[src/design/odf_pkg.sv]
// shared types, constants and register codes for the octave divider effect
`default_nettype none

package odf_pkg;

    // channel count and index width
    localparam int CHANNELS = 2;
    localparam int CH_W     = 1;

    // sample, envelope and coefficient widths
    localparam int SAMPLE_W = 16;
    localparam int ENV_W    = 17;
    localparam int COEFF_W  = 16;

    // configuration register indexes
    localparam logic [1:0] REG_OCTAVE_MODE   = 2'd0;
    localparam logic [1:0] REG_ATTACK_COEFF  = 2'd1;
    localparam logic [1:0] REG_RELEASE_COEFF = 2'd2;

    // octave mode codes
    localparam logic [1:0] MODE_DOWN = 2'd0;
    localparam logic [1:0] MODE_OFF  = 2'd1;
    localparam logic [1:0] MODE_UP   = 2'd2;

    // reset values of the configuration registers
    localparam logic [1:0]         RESET_MODE    = MODE_OFF;
    localparam logic [COEFF_W-1:0] RESET_ATTACK  = 16'd655;
    localparam logic [COEFF_W-1:0] RESET_RELEASE = 16'd66;

    // configuration seen by the datapath
    typedef struct packed {
        logic [1:0]         octave_mode;
        logic [COEFF_W-1:0] attack_coeff;
        logic [COEFF_W-1:0] release_coeff;
    } t_cfg;

    // magnitude of a signed sample, 0..32768
    function automatic logic [SAMPLE_W-1:0] abs_sample(input logic [SAMPLE_W-1:0] x);
        abs_sample = x[SAMPLE_W-1] ? (SAMPLE_W'(0) - x) : x;
    endfunction

endpackage

`default_nettype wire

[src/design/odf_down.sv]
// per-channel flip-flop divider and envelope follower for octave-down mode
`default_nettype none

module odf_down (
    input  wire logic                          i_clk,
    input  wire logic                          i_rst_n,
    input  wire logic                          i_update,
    input  wire logic [odf_pkg::CH_W-1:0]      i_ch,
    input  wire logic [odf_pkg::SAMPLE_W-1:0]  i_sample,
    input  wire odf_pkg::t_cfg                 i_cfg,
    output logic      [odf_pkg::SAMPLE_W-1:0]  o_sample
);

    localparam int PROD_W = odf_pkg::COEFF_W + odf_pkg::ENV_W;

    logic                       r_last_neg [odf_pkg::CHANNELS];
    logic                       r_cross    [odf_pkg::CHANNELS];
    logic                       r_flip     [odf_pkg::CHANNELS];
    logic [odf_pkg::ENV_W-1:0]  r_env      [odf_pkg::CHANNELS];

    logic                          neg;
    logic [odf_pkg::SAMPLE_W-1:0]  mag;
    logic [odf_pkg::ENV_W-1:0]     target;
    logic [odf_pkg::ENV_W-1:0]     env;
    logic                          rise;
    logic [odf_pkg::ENV_W-1:0]     diff;
    logic [odf_pkg::COEFF_W-1:0]   coeff;
    logic [PROD_W-1:0]             prod;
    logic [odf_pkg::ENV_W-1:0]     delta;
    logic [odf_pkg::ENV_W-1:0]     n_env;
    logic                          n_cross;
    logic                          n_flip;
    logic [odf_pkg::SAMPLE_W-1:0]  mag_out;

    // envelope step toward twice the sample magnitude
    always_comb begin
        neg    = i_sample[odf_pkg::SAMPLE_W-1];
        mag    = odf_pkg::abs_sample(i_sample);
        target = {mag, 1'b0};
        env    = r_env[i_ch];
        rise   = target > env;
        diff   = rise ? (target - env) : (env - target);
        coeff  = rise ? i_cfg.attack_coeff : i_cfg.release_coeff;
        prod   = PROD_W'(coeff) * PROD_W'(diff);
        delta  = prod[PROD_W-1:odf_pkg::COEFF_W];
        n_env  = rise ? (env + delta) : (env - delta);
    end

    // zero crossing count, sign toggles every second crossing
    always_comb begin
        n_cross = r_cross[i_ch];
        n_flip  = r_flip[i_ch];
        if (neg != r_last_neg[i_ch]) begin
            if (r_cross[i_ch]) begin
                n_flip  = ~r_flip[i_ch];
                n_cross = 1'b0;
            end else begin
                n_cross = 1'b1;
            end
        end
    end

    // signed envelope with positive full scale saturated
    always_comb begin
        mag_out = n_env[odf_pkg::ENV_W-1:1];
        if (n_flip) begin
            o_sample = odf_pkg::SAMPLE_W'(0) - mag_out;
        end else if (mag_out[odf_pkg::SAMPLE_W-1]) begin
            o_sample = {1'b0, {(odf_pkg::SAMPLE_W-1){1'b1}}};
        end else begin
            o_sample = mag_out;
        end
    end

    // state write back when an octave-down item leaves the input register
    always_ff @(posedge i_clk) begin
        if (!i_rst_n) begin
            for (int i = 0; i < odf_pkg::CHANNELS; i++) begin
                r_last_neg[i] <= 1'b0;
                r_cross[i]    <= 1'b0;
                r_flip[i]     <= 1'b0;
                r_env[i]      <= '0;
            end
        end else if (i_update) begin
            r_last_neg[i_ch] <= neg;
            r_cross[i_ch]    <= n_cross;
            r_flip[i_ch]     <= n_flip;
            r_env[i_ch]      <= n_env;
        end
    end

endmodule

`default_nettype wire

[config.mk]
export PLATFORM = sky130hd
export DESIGN_NAME = odf_down
export DESIGN_NICKNAME = d
export VERILOG_FILES = /design/src/design/odf_pkg.sv /design/src/design/odf_down.sv
export SDC_FILE = /design/constraint.sdc
export NUM_CORES = 1
export LEC_CHECK = 0
export BUFFER_PORTS_ARGS = -buffer_cell sky130_fd_sc_hd__buf_2
export CORE_ASPECT_RATIO = 1.5
export CORE_MARGIN = 2
export CORE_UTILIZATION = 65
export DETAILED_ROUTE_END_ITERATION = 8
export HOLD_SLACK_MARGIN = 0.06
export PLACE_DENSITY = 0.93
export SYNTH_ARGS = -nofsm -noshare
export SYNTH_HDL_FRONTEND = slang
export SYNTH_SLANG_ARGS = --single-unit
[constraint.sdc]
create_clock -name i_clk -period 20.8 [get_ports i_clk]
set_input_delay 3.12 -clock i_clk [delete_from_list [all_inputs] [get_ports i_clk]]
set_output_delay 3.12 -clock i_clk [all_outputs]
set_load 0.01 [all_outputs]
==> key figures <==
STA
  – Fin. Hold Viols: 0
  – PnR worst setup slack: 0.5845 ns
  – Layout Skew: 0.005189 ns
  – Max frequency: 49.47 MHz
  – Crit path time final: 20.22 ns
  – Final Cycle Share: 97.19%
  – Slew @ Worst Pin: 1.322 ns
  – Final Max Tran Viols: 0
  – Relative slew slack: 11.24%
  – Hold Slack: 0.5001 ns
  – # setup viols final: 0

Logic synthesis
  – Top-count cell post-synth: inv_1
  – Post-synth top area share: 28.93%
  – Register area share after synthesis: 7.853%
  – Top cells by count, synth: 299 x inv_1, 241 x nand2_1, 210 x fa_1, 197 x nor2_1, 152 x ha_1
  – Async SR Flop Fraction: 0%
  – Mapped Cells: 1793
  – Synth Net Count: 2209
  – Post-synth cell types: 79
  – Synth area leader: fa_1
  – Post-synth EDFFs: 34
  – Average size of a mapped cell: 8.104 µm²
  – Synth area leaders: fa_1 29%, ha_1 13%, inv_1 7.7%
  – Synthesized flop and latch total: 40
  – Ys Warns: 0
  – Top_reg_cell synth: edfxtp_1
  – Area of the mapped netlist: 0.01453 mm²

Setup path
  – Most numerous cell on the critical path: inv_1
  – CP delay by family, top: compound AO/OA/AOI/OAI gates
  – Crit. End Element: primary output
  – Worst Path Buf+Inv: 12
  – Worst-path maximum fanout: 41
  – Worst path max stage delay: 0.59 ns
  – WP data arrival: 17.10 ns
  – CP max-delay cell: fa_1
  – CP Class: primary input to primary output
  – Req. time, crit path: 17.68 ns
  – Startpoint type of the worst setup path: primary input

CTS
  – Clock Tree Buf Depth: 2
  – CTS H-tree depth: 2
  – Clk_lat worst skew: 0.29 ns
  – CTS Buf Count: 5
  – TritonCTS clock tree: yes
  – Worst-path clk slew: 0.06 ns
  – Hold Buf Count CTS: 0
  – Clock sinks: 40
  – CTS root buf: clkbuf_16

Floorplan
  – # rows: 67
  – Core area: 0.02213 mm²
  – Die Wd: 126.1 µm
  – Die Area: 0.02359 mm²
  – Initial core utilization: 65.65%
  – Die Y: 187.1 µm
  – Io pins: 70

Final layout
  – Share of layout cells above drive strength 1: 8.613%
  – Fin cells: 2122
  – Antenna Cells: 0
  – Fillcell total: 1681
  – Design area: 0.01551 mm²
  – Final #Nets: 2261
  – P&R area growth vs syn: 6.734%

GRT
  – Remaining Overflow, GRT: 0
  – Met3 Track Usage GR: 4.205%
  – Met1 usage in global routing: 39.71%
  – GRT met2 Usage: 65.78%
  – Global-route wire length before repair: 69870 µm
  – Gr busiest metal: met2
  – Antenna violations before repair: 0
  – Global-route usage over all layers: 37.03%
  – Pin count of the biggest net entering global routing: 42
  – Vias in the first global route: 14.19k

Hold path
  – Worst min-delay path category: register to register

Place
  – Port Buffer Count: 67
  – Placed Area: 0.01530 mm²
  – Post-DP HPWL: 36030 µm
  – Pre-CTS setup slack: 0.1376 ns
  – Routability congestion estimate from global placement: 1.115
  – DP Cell Count: 2113

Drt
  – Post-DRT Antenna Nets: 0
  – DR vias: 13.42k
  – Avg WL per Cell: 20.47 µm
  – Pre-antenna DRT Iters: 6
  – DR DRC count: 0
  – Final wirelength: 43440 µm
  – Number of vias per cell: 6.323
  – Iteration-0 DRC Markers: 1295

Outcome
  – Status: completed

Run
  – Max cap viols: 0
-- metrics by stage --
step | util, % | setup TNS [ns]
global route | 70.08 | -0.2102
detailed placement | 69.15 | 0
floorplan | - | 0
finish | 70.08 | 0
CTS | 69.78 | 0
global placement | 69.15 | 0
-- area by class of cell --
type | instances | area, µm² | area share, %
well taps | 276 | 345.3 | 2.227
multi-input cells | 1385 | 12060 | 77.77
repair buffers | 114 | 700.7 | 4.518
inverters | 299 | 1122 | 7.237
clock buffers | 7 | 132.6 | 0.8552
clock inverters | 1 | 5.005 | 0.03227
flip-flops and latches | 40 | 1141 | 7.358
-- placed cells by master (no fill, tap or decap), drive strengths merged, types with 4 or more instances in the layout --
cell,n
a211oi,13
a21boi,8
a21o,40
a21oi,68
a221o,4
a311oi,4
a31o,6
a31oi,21
and2,14
and3,17
buf,114
clkbuf,7
dfxtp,6
edfxtp,34
fa,210
ha,152
inv,299
mux2i,42
nand2,241
nand2b,30
nand3,25
nand4,9
nor2,197
nor2b,13
nor3,16
nor4,7
o211ai,4
o21a,12
o21ai,59
o21bai,9
o31ai,11
or2,8
or3,12
xnor2,54
xor2,36
-- cell families after synthesis --
logic type      after synthesis  synth area share (%)
compound gates              290                 13.70
xor+xnor                     90                 5.477
fa+ha+maj                   362                 42.02
buf+inv                     368                 9.644
flops                        40                 7.853
mux                          43                 3.057
simple gates                600                 18.25
-- path summary, 6_finish.rpt --
path                                  start                          to  slack (ns)  cells past startpoint
setup / recovery                i_sample[3]                o_sample[11]        0.58                     55
hold / removal        r_last_neg[1]$_DFF_P_       r_last_neg[1]$_DFF_P_        0.50                      2
setup reg to reg  r_env[1][1]$_SDFFCE_PN0P_  r_env[1][16]$_SDFFCE_PN0P_        7.35                     48
hold reg to reg       r_last_neg[1]$_DFF_P_       r_last_neg[1]$_DFF_P_        0.50                      2
-- layer usage --
layer | share of wire (%) | wire length (µm) | vias to the layer above
li1 | - | - | 5901
met1 | 33 | 14180 | 6435
met2 | 50 | 21890 | 803
met3 | 7.4 | 3226 | 279
met4 | 9.5 | 4142 | 0
met5 | 0 | 0 | -
-- flip-flops by register name (all words and copies together), names as in the netlist --
signal,cells
r_cross,2
r_env,34
r_last_neg,2
r_flip,2
-- tightest hold or removal path: stages, from the launching register on --
cell	delay [ns]
dfxtp_1	0.32
nand3_1	0.06
o21ai_0	0.06
-- timing repair --
action / CTS / global route
setup buffers: 0 / 1
endpoints found under the setup margin: 0 / 16
gates resized for setup: 0 / 12
Power is not shown: default switching activity piles up to over one toggle a cycle in this logic, so the estimate is an artifact.
