### config.mk
export PLATFORM = sky130hd
export DESIGN_NAME = odf_cfg
export DESIGN_NICKNAME = d
export VERILOG_FILES = /design/src/design/odf_pkg.sv /design/src/design/odf_cfg.sv
export SDC_FILE = /design/constraint.sdc
export NUM_CORES = 1
export LEC_CHECK = 0
export ABC_AREA = 1
export BUFFER_PORTS_ARGS = -buffer_cell sky130_fd_sc_hd__clkbuf_2
export CORE_MARGIN = 2
export CORE_UTILIZATION = 45
export DETAILED_ROUTE_END_ITERATION = 8
export PLACE_DENSITY = 0.82
export SLEW_MARGIN = 20
export SYNTH_ARGS = -nofsm -noshare
export SYNTH_HDL_FRONTEND = slang
export SYNTH_SLANG_ARGS = --single-unit
### constraint.sdc
create_clock -name i_clk -period 1.3 [get_ports i_clk]
set_clock_uncertainty 0.15 [all_clocks]
set_input_delay 0.195 -clock i_clk [delete_from_list [all_inputs] [get_ports i_clk]]
set_output_delay 0.195 -clock i_clk [all_outputs]
set_load 0.01 [all_outputs]
### src/design/odf_pkg.sv
// shared types, constants and register codes for the octave divider effect
`default_nettype none

package odf_pkg;

    // channel count and index width
    localparam int CHANNELS = 2;
    localparam int CH_W     = 1;

    // sample, envelope and coefficient widths
    localparam int SAMPLE_W = 16;
    localparam int ENV_W    = 17;
    localparam int COEFF_W  = 16;

    // configuration register indexes
    localparam logic [1:0] REG_OCTAVE_MODE   = 2'd0;
    localparam logic [1:0] REG_ATTACK_COEFF  = 2'd1;
    localparam logic [1:0] REG_RELEASE_COEFF = 2'd2;

    // octave mode codes
    localparam logic [1:0] MODE_DOWN = 2'd0;
    localparam logic [1:0] MODE_OFF  = 2'd1;
    localparam logic [1:0] MODE_UP   = 2'd2;

    // reset values of the configuration registers
    localparam logic [1:0]         RESET_MODE    = MODE_OFF;
    localparam logic [COEFF_W-1:0] RESET_ATTACK  = 16'd655;
    localparam logic [COEFF_W-1:0] RESET_RELEASE = 16'd66;

    // configuration seen by the datapath
    typedef struct packed {
        logic [1:0]         octave_mode;
        logic [COEFF_W-1:0] attack_coeff;
        logic [COEFF_W-1:0] release_coeff;
    } t_cfg;

    // magnitude of a signed sample, 0..32768
    function automatic logic [SAMPLE_W-1:0] abs_sample(input logic [SAMPLE_W-1:0] x);
        abs_sample = x[SAMPLE_W-1] ? (SAMPLE_W'(0) - x) : x;
    endfunction

endpackage

`default_nettype wire

### src/design/odf_cfg.sv
// configuration registers of the octave divider effect
`default_nettype none

module odf_cfg (
    input  wire logic                          i_clk,
    input  wire logic                          i_rst_n,
    input  wire logic                          i_cfg_we,
    input  wire logic [1:0]                    i_cfg_idx,
    input  wire logic [odf_pkg::COEFF_W-1:0]   i_cfg_wdata,
    output odf_pkg::t_cfg                      o_cfg
);

    logic [1:0]                  r_mode;
    logic [odf_pkg::COEFF_W-1:0] r_attack;
    logic [odf_pkg::COEFF_W-1:0] r_release;

    // register writes, unknown indexes ignored
    always_ff @(posedge i_clk) begin
        if (!i_rst_n) begin
            r_mode    <= odf_pkg::RESET_MODE;
            r_attack  <= odf_pkg::RESET_ATTACK;
            r_release <= odf_pkg::RESET_RELEASE;
        end else if (i_cfg_we) begin
            case (i_cfg_idx)
                odf_pkg::REG_OCTAVE_MODE:   r_mode    <= i_cfg_wdata[1:0];
                odf_pkg::REG_ATTACK_COEFF:  r_attack  <= i_cfg_wdata;
                odf_pkg::REG_RELEASE_COEFF: r_release <= i_cfg_wdata;
                default: ;
            endcase
        end
    end

    assign o_cfg.octave_mode   = r_mode;
    assign o_cfg.attack_coeff  = r_attack;
    assign o_cfg.release_coeff = r_release;

endmodule

`default_nettype wire

==> flow_summary.ini, run 1 <==
[final_layout]
fillCellCount = 303
num_antenna_cells = 0
regArea_um2 = 681
multi_input_area_um2 = 549
final_cells = 318
final_nets = 296
drive_gt1_share_pct = 23.7
syn_to_final_growth_pct = 31.2

[cts]
numCtsBuffers = 5
cts_tree = built
path_clk_slew_ns = 0.10
cts_max_level = 2
clock_latency_ns = 0.32
post_cts_buffers = 0
clock_path_buffers = 2
cts.sinks = 34
ctsHoldBuffers = 16
cts_root_buffer = clkbuf_4
cts_resized = 0

[yosys]
syn_nets = 227
async_flop_share_pct = 0
netlist_instances = 206
avgSynthCellArea_um2 = 7.02
synth_common_cells = nand2_1 (69), nor2_1 (52), dfxtp_1 (34), inv_1 (26), nand3_1 (11)
yosysSeqAreaShare_pct = 47.1
ys_ff_latch = 34
synth.largest_area_cell = dfxtp_1
synth_area_um2 = 1450
yosys_warnings = 0
synth_ff_type = dfxtp_1
synth-edff-count = 0
synthTopCellsByArea = dfxtp_1 (47%), nand2_1 (18%), nor2_1 (14%), inv_1 (6.8%), buf_6 (4.7%)
netlist.area_leader.share_pct = 47.1
yosysMostFrequentCell = nand2_1
synth_cell_types = 11

[outcome]
status = complete, no violations

[timing]
tightest_slew_ns = 0.421
hold_viol_final = 0
period_share_pct = 89.4
slew_viol_final = 0
fmax_mhz = 860
rsz0062_at_grt = no
tns_ns = 0
slew_headroom_pct = 71.9
setup_viol = 0
min_period_ns = 1.16

[min_path]
hold_depth = 4
hold_path.class = input pin to flop

[floorplanning]
io_pins = 55
die_h_um = 60.7
core_region_area_um2 = 3050
die_w_um = 60.7
start_util_pct = 47.3
dieArea_um2 = 3680
rows = 20

[detailed_routing]
drtIter0Drc = 43
first_pass_iters = 4
routed_wl_mm = 2.90
met1_length_mm = 1.34
drc = 0
met2_length_mm = 1.37
vias = 1318
routed.top_layer = met4
drtAntennaViolNets = 0
wl_per_cell_um = 9.11
met3_length_um = 173
via_per_inst = 4.14

[global_route]
antenna_found_initial = 0
grt_pass1_wl_mm = 4.48
overflow = 0
grt_pass1_vias = 1076
grt_max_degree = 35
grt_usage_pct = 16.6

[critical_path]
criticalPathCategory = flop to output port
cp_slowest_stage_delay_ns = 0.36
endpoint_kind = output port
critPathTopFamily = flip-flops
cp.arrival_ns = 0.82
cp_num_buf_inv = 1
cp_cell_sequence = clkbuf_2
worstPathRequired_ns = 0.95
critPathLaunchType = flop
worstSetupPathDepth = 1
worstRegToRegCells = 4
crit_path_top_delay_cell = dfxtp_1
path_max_fanout = 2

[placed_design]
gp_congestion = 0.769
numPortBuffers = 54
dpl.hpwl_mm = 1.90
numPlacedInstances = 296

[power_and_ir_drop]
powerDensity_nw_per_um2 = 1060
ir_drop_mv = 0.573
leakagePower_nw = 1.07

[job]
maxCapViolCount = 0
[cell usage in the layout (no fill, tap or decap), types with 2 or more instances in the layout]
| cell type | n |
|---|---|
| nor2_1 | 52 |
| clkbuf_2 | 54 |
| nand3_4 | 2 |
| nand2_1 | 69 |
| clkbuf_4 | 5 |
| inv_1 | 26 |
| dfxtp_1 | 34 |
| nand3_1 | 11 |
| dlygate4sd3_1 | 16 |
[flip-flops by register name, indices dropped and copies added (netlist names)]
name       count
r_mode         2
r_attack      16
r_release     16
[final timing paths]
kind	startpoint	endpoint	slack [ns]
max	r_attack[0]$_SDFFE_PN1P_	o_cfg[16]	0.14
min	i_cfg_idx[0]	r_release[6]$_SDFFE_PN1P_	0.09
max reg2reg	r_release[5]$_SDFFE_PN0P_	r_release[5]$_SDFFE_PN0P_	0.50
min reg2reg	r_mode[0]$_SDFFE_PN1P_	r_mode[0]$_SDFFE_PN1P_	0.31
[cells by family (layout without fill, tap and decap cells)]
group | after synthesis | after routing | synth area share [%]
simple gates | 134 | 134 | 37.7
buf+inv | 37 | 105 | 14.9
flops | 34 | 34 | 47.1
compound gates | 1 | 1 | 0.346
[cell type report]
cell class	count	share of cell area, %
well taps	44	2.90
repair buffers	72	24.2
flip-flops and latches	34	35.9
clock buffers	6	2.71
multi-input cells	135	29.0
inverters	27	5.35
[through the flow]
stage | hold WS [ns] | utilization (%) | setup slack [ns] | total power [mW] | cell area (um2)
2_1_floorplan | 0.158 | - | 0.331 | 1.33 | 1450
3_3_place_gp | 0.264 | 55.2 | 0.109 | 1.42 | 1680
3_5_place_dp | 0.268 | 55.2 | 0.0746 | 1.43 | 1680
4_1_cts | 0.0761 | 62.1 | 0.110 | 2.03 | 1900
5_1_grt | 0.0795 | 62.1 | 0.0704 | 2.12 | 1900
6_report | 0.0865 | 62.1 | 0.138 | 2.00 | 1900
[report_power, final]
| group | internal, mW | switching, mW |
|---|---|---|
| Clock | 0.244 | 0.318 |
| Sequential | 1.10 | 0.0267 |
| Combinational | 0.145 | 0.173 |
| Total | 1.48 | 0.518 |
[layer usage]
metal / vias to the layer above / track usage [%]
met3: 2 / 6.82
met5: - / 0
met4: 0 / 6.52
met1: 546 / 19.0
li1: 734 / -
met2: 36 / 27.5
Note: power is estimated with default switching activity, not from simulation.
==> run 2: changes to the inputs <==
--- a/config.mk
+++ b/config.mk
@@ -7,10 +7,12 @@
 export LEC_CHECK = 0
 export ABC_AREA = 1
 export BUFFER_PORTS_ARGS = -buffer_cell sky130_fd_sc_hd__clkbuf_2
+export CELL_PAD_IN_SITES_DETAIL_PLACEMENT = 0
+export CELL_PAD_IN_SITES_GLOBAL_PLACEMENT = 2
 export CORE_MARGIN = 2
-export CORE_UTILIZATION = 45
+export CORE_UTILIZATION = 25
 export DETAILED_ROUTE_END_ITERATION = 8
-export PLACE_DENSITY = 0.82
+export PLACE_DENSITY = 0.86
 export SLEW_MARGIN = 20
 export SYNTH_ARGS = -nofsm -noshare
 export SYNTH_HDL_FRONTEND = slang
==> run 2 against run 1 <==
Net effect: sequential power hardly changed; clock power is 70% higher; sequential share of layout area is 0.63 points lower; first-iteration DRC count is 35% higher; critical path type unchanged; fmax is 3.7% higher; global-route usage is 6.0 points lower; count of clock-buffer cells in the layout stayed put.
==> flow_summary.ini, run 2 (same netlist as run 1, synthesis figures left out) <==
[detailed_routing]
drc = 0
first_pass_iters = 4
drtIter0Drc = 58
drtAntennaViolNets = 0
routed_wl_mm = 3.18
wl_per_cell_um = 9.30
via_per_inst = 3.85
vias = 1316

[floorplanning]
rows = 27
dieArea_um2 = 6400
core_region_area_um2 = 5540
io_pins = 55
die_w_um = 80.0
start_util_pct = 26.1
die_h_um = 80.0

[cts]
clock_path_buffers = 2
cts_max_level = 2
path_clk_slew_ns = 0.07
clock_latency_ns = 0.28
cts.sinks = 34
cts_root_buffer = clkbuf_8
cts_resized = 0
cts_tree = built
ctsHoldBuffers = 9
numCtsBuffers = 5
post_cts_buffers = 0

[final_layout]
syn_to_final_growth_pct = 33.5
finish.instance_area_um2 = 1930
drive_gt1_share_pct = 24.4
layout_commonest_cell = nand2_1
fillCellCount = 629
final_nets = 290
most-common-layout-cells = nand2_1 (69), clkbuf_2 (54), nor2_1 (52)
num_antenna_cells = 0
reg_top3 = r_attack (16), r_release (16), r_mode (2)

[global_route]
overflow = 0
grt_pass1_vias = 1171
busiest_layer = met2
grt_max_degree = 35
antenna_found_initial = 0
grt_usage_pct = 10.6
grt_pass1_wl_mm = 5.16
use_met3_pct = 4.07
use_met1_pct = 13.0
use_met2_pct = 16.3

[power_and_ir_drop]
switching_share_pct = 24.4
p_sw_mw = 0.582
leakagePower_nw = 1.07
p_comb_share_pct = 12.8
powerDensity_nw_per_um2 = 1240
power_mw = 2.38
internal_power_mw = 1.80
ir_drop_mv = 0.538
clkPwrFrac_pct = 40.0
power_frac_seq_pct = 47.2

[critical_path]
rrSetupSlack_ns = 0.51
rr_startpoint = r_release[13]$_SDFFE_PN0P_
path_max_fanout = 2
cp_cell_sequence = clkbuf_2
crit_path_end = o_cfg[13]
cp.arrival_ns = 0.78
crit_path_top_delay_cell = dfxtp_1
cp_num_buf_inv = 1
critPathLaunchType = flop
cp_slowest_stage_delay_ns = 0.35
rr_endpoint = r_release[13]$_SDFFE_PN0P_
critPathTopFamily = flip-flops
crit_start = r_release[13]$_SDFFE_PN0P_
worstPathRequired_ns = 0.95
worstRegToRegCells = 4
endpoint_kind = output port
worstSetupPathDepth = 1
criticalPathCategory = flop to output port

[timing]
fmax_mhz = 892
min_period_ns = 1.12
period_share_pct = 86.2
hold_viol_final = 0
tightest_slew_ns = 0.329
rsz0062_at_grt = no
slew_headroom_pct = 78.1
slew_viol_final = 0
tns_ns = 0
setup_viol = 0

[placed_design]
numPortBuffers = 54
dpl_cell_area_um2 = 1720
gp_congestion = 0.686
dpl.hpwl_mm = 2.20

[min_path]
hold_path.class = input pin to flop

[outcome]
status = complete, no violations

[job]
maxCapViolCount = 0
[run 2: metrics by stage]
stage | hold WS (ns) | setup WS, ns | std cells | util (%)
2_1_floorplan | 0.158 | 0.331 | 206 | -
3_3_place_gp | 0.272 | 0.0826 | 324 | 31.0
3_5_place_dp | 0.267 | 0.0423 | 324 | 31.0
4_1_cts | 0.000765 | 0.149 | 341 | 34.6
5_1_grt | 0.0254 | 0.122 | 342 | 34.8
6_report | 0.0124 | 0.179 | 342 | 34.8
[run 2: power groups by stage]
stage	sequential (mW)	clock, mW	combinational [mW]
floorplan	1.17	0	0.156
global placement	1.15	0	0.286
detailed placement	1.15	0	0.286
CTS	1.12	1.01	0.308
global route	1.13	1.05	0.349
finish	1.12	0.954	0.305
[run 2: worst min-delay path by stage]
stage,cells past startpoint,endpoint,start
final,3,r_release[13]$_SDFFE_PN0P_,i_cfg_wdata[13]
after global routing,3,r_attack[13]$_SDFFE_PN0P_,i_cfg_wdata[13]
after CTS,3,r_attack[10]$_SDFFE_PN0P_,i_cfg_wdata[10]
after detailed placement,3,r_release[6]$_SDFFE_PN1P_,i_cfg_wdata[6]
after global placement,3,r_release[6]$_SDFFE_PN1P_,i_cfg_wdata[6]
after floorplan,2,r_attack[0]$_SDFFE_PN1P_,i_cfg_wdata[0]
[run 2: final cells by class]
class | instances | area [um2] | area share, %
clock buffer | 6 | 72.6 | 3.76
clock inverter | 2 | 37.5 | 1.95
inverter | 27 | 101 | 5.25
multi-input combinational | 135 | 549 | 28.5
sequential | 34 | 681 | 35.3
tap | 72 | 90.1 | 4.67
timing repair buffer | 66 | 398 | 20.6
[run 2: per-layer routing]
| layer | share of wire [%] | wire (um) | up-vias |
|---|---|---|---|
| met1 | 48 | 1520 | 545 |
| met4 | 1.6 | 51 | 0 |
| li1 | - | - | 722 |
| met5 | 0 | 0 | - |
| met2 | 42 | 1330 | 42 |
| met3 | 8.8 | 279 | 7 |
[run 2: tightest hold or removal path, cell delays in order]
cell and delay (ns):
clkbuf_2 0.09, nor2_1 0.04, nor2_1 0.08
==> run 3: changes to the inputs <==
--- a/config.mk
+++ b/config.mk
@@ -10,9 +10,11 @@
 export CELL_PAD_IN_SITES_DETAIL_PLACEMENT = 0
 export CELL_PAD_IN_SITES_GLOBAL_PLACEMENT = 2
 export CORE_MARGIN = 2
-export CORE_UTILIZATION = 25
+export CORE_UTILIZATION = 26
+export CTS_BUF_LIST = sky130_fd_sc_hd__clkbuf_8
+export CTS_CLUSTER_DIAMETER = 120
 export DETAILED_ROUTE_END_ITERATION = 8
-export PLACE_DENSITY = 0.86
+export PLACE_DENSITY = 0.89
 export SLEW_MARGIN = 20
 export SYNTH_ARGS = -nofsm -noshare
 export SYNTH_HDL_FRONTEND = slang
==> run 3 against run 2 <==
Net effect: total power is 9.8% lower; design area is 1.2% lower; register-to-register slack hardly changed; final cell count stayed put; largest cell class unchanged.
==> flow_summary.ini, run 3 (same netlist as run 1, synthesis figures left out) <==
[final_layout]
syn_to_final_growth_pct = 31.9
finish.instance_area_um2 = 1910
finalCoreUtilization_pct = 35.0
num_antenna_cells = 0
layout_commonest_cell = nand2_1
reg_top3 = r_attack (16), r_release (16), r_mode (2)
most-common-layout-cells = nand2_1 (69), clkbuf_2 (54), nor2_1 (52)
fillCellCount = 622
multi_input_area_um2 = 549
final_nets = 291
regArea_um2 = 681
drive_gt1_share_pct = 23.7

[critical_path]
cp_num_buf_inv = 1
critPathTopFamily = flip-flops
rr_endpoint = r_release[8]$_SDFFE_PN0P_
worstRegToRegCells = 4
rrSetupSlack_ns = 0.52
endpoint_kind = output port
worstPathRequired_ns = 0.95
cp_cell_sequence = clkbuf_2
rr_startpoint = r_release[8]$_SDFFE_PN0P_
criticalPathCategory = flop to output port
crit_path_top_delay_cell = dfxtp_1
path_max_fanout = 2
cp.arrival_ns = 0.77
critPathLaunchType = flop
cp_slowest_stage_delay_ns = 0.35

[cts]
clock_latency_ns = 0.28
cts_max_level = 2
clock_path_buffers = 2
cts_root_buffer = clkbuf_8
cts_resized = 0
numCtsBuffers = 5
cts.sinks = 34
path_clk_slew_ns = 0.07
cts_tree = built

[timing]
rsz0062_at_grt = no
hold_viol_final = 0
slew_headroom_pct = 69.7
fmax_mhz = 895
tightest_slew_ns = 0.453
setup_viol = 0
min_period_ns = 1.12
tns_ns = 0
fin_ws_ns = 0.183
slew_viol_final = 0
period_share_pct = 85.9

[outcome]
status = complete, no violations

[detailed_routing]
routed_wl_mm = 3.22
vias = 1324
drtIter0Drc = 39
wl_per_cell_um = 9.43
drtAntennaViolNets = 0
via_per_inst = 3.87
first_pass_iters = 6
drc = 0

[power_and_ir_drop]
ir_drop_mv = 0.347
powerDensity_nw_per_um2 = 1130
leakagePower_nw = 1.07
power_mw = 2.15

[floorplanning]
start_util_pct = 26.6
dieArea_um2 = 6170
io_pins = 55
die_w_um = 78.6
die_h_um = 78.6
rows = 27
core_region_area_um2 = 5440

[min_path]
hold_path.class = input pin to flop
min_to = r_release[14]$_SDFFE_PN0P_
min_from = i_cfg_wdata[14]
hold_depth = 3

[global_route]
antenna_found_initial = 0
grt_usage_pct = 10.9
overflow = 0
grt_max_degree = 35
grt_pass1_wl_mm = 5.20
grt_pass1_vias = 1162

[placed_design]
numPortBuffers = 54
gp_congestion = 0.690
dpl_cell_area_um2 = 1720
dpl.hpwl_mm = 2.17
preCtsSetupSlack_ns = 0.0605

[job]
maxCapViolCount = 0
run 3: cell count changes in the layout (fill, tap and decap cells not counted):
cell,before,now
bufinv_16,1,0
dlygate4sd3_1,10,11
inv_1,26,28
clkbuf_1,1,0
clkinvlp_4,1,0
run 3: worst max-delay path by stage:
stage                             start  depth (start not counted)  slack (ns)                   endpoint
2_1_floorplan                  i_cfg_we                          5        0.33   r_attack[4]$_SDFFE_PN0P_
5_1_grt        r_attack[8]$_SDFFE_PN0P_                          1        0.14                  o_cfg[24]
4_1_cts        r_attack[8]$_SDFFE_PN0P_                          1        0.16                  o_cfg[24]
3_5_place_dp               i_cfg_idx[0]                          5        0.06  r_release[4]$_SDFFE_PN0P_
6_report       r_attack[8]$_SDFFE_PN0P_                          1        0.18                  o_cfg[24]
3_3_place_gp                   i_cfg_we                          5        0.07   r_attack[1]$_SDFFE_PN1P_
run 3: routing by layer:
layer / global-route usage [%] / share of wire, % / vias up
met4: 5.26 / 1.7 / 0
met5: 0 / 0 / -
met2: 16.2 / 41 / 36
li1: - / - / 725
met3: 3.68 / 7.3 / 6
met1: 14.0 / 49 / 557
run 3: timing repair:
| action | in CTS | in global routing |
|---|---|---|
| endpoints found under the setup margin | 0 | 0 |
| hold buffers | 11 | 0 |
| endpoints found under the hold margin | 15 | 0 |
| setup buffers | 0 | 0 |
run 3: power by group:
group          internal (mW)  switching [mW]
sequential              1.10          0.0270
combinational          0.135           0.173
clock                  0.353           0.364
run 3: final cells by class:
cell class / instances / area share (%)
inverters: 27 / 5.32
repair buffers: 67 / 21.4
clock buffers: 5 / 3.61
clock inverters: 2 / 0.394
well taps: 72 / 4.73
multi-input cells: 135 / 28.8
flip-flops and latches: 34 / 35.7
run 3: metrics by stage:
stage                     instances  hold WS (ns)
after floorplan                 206         0.158
after global placement          324         0.269
after detailed placement        324         0.272
after CTS                       342      0.000986
after global routing            342       0.00741
final                           342       0.00779
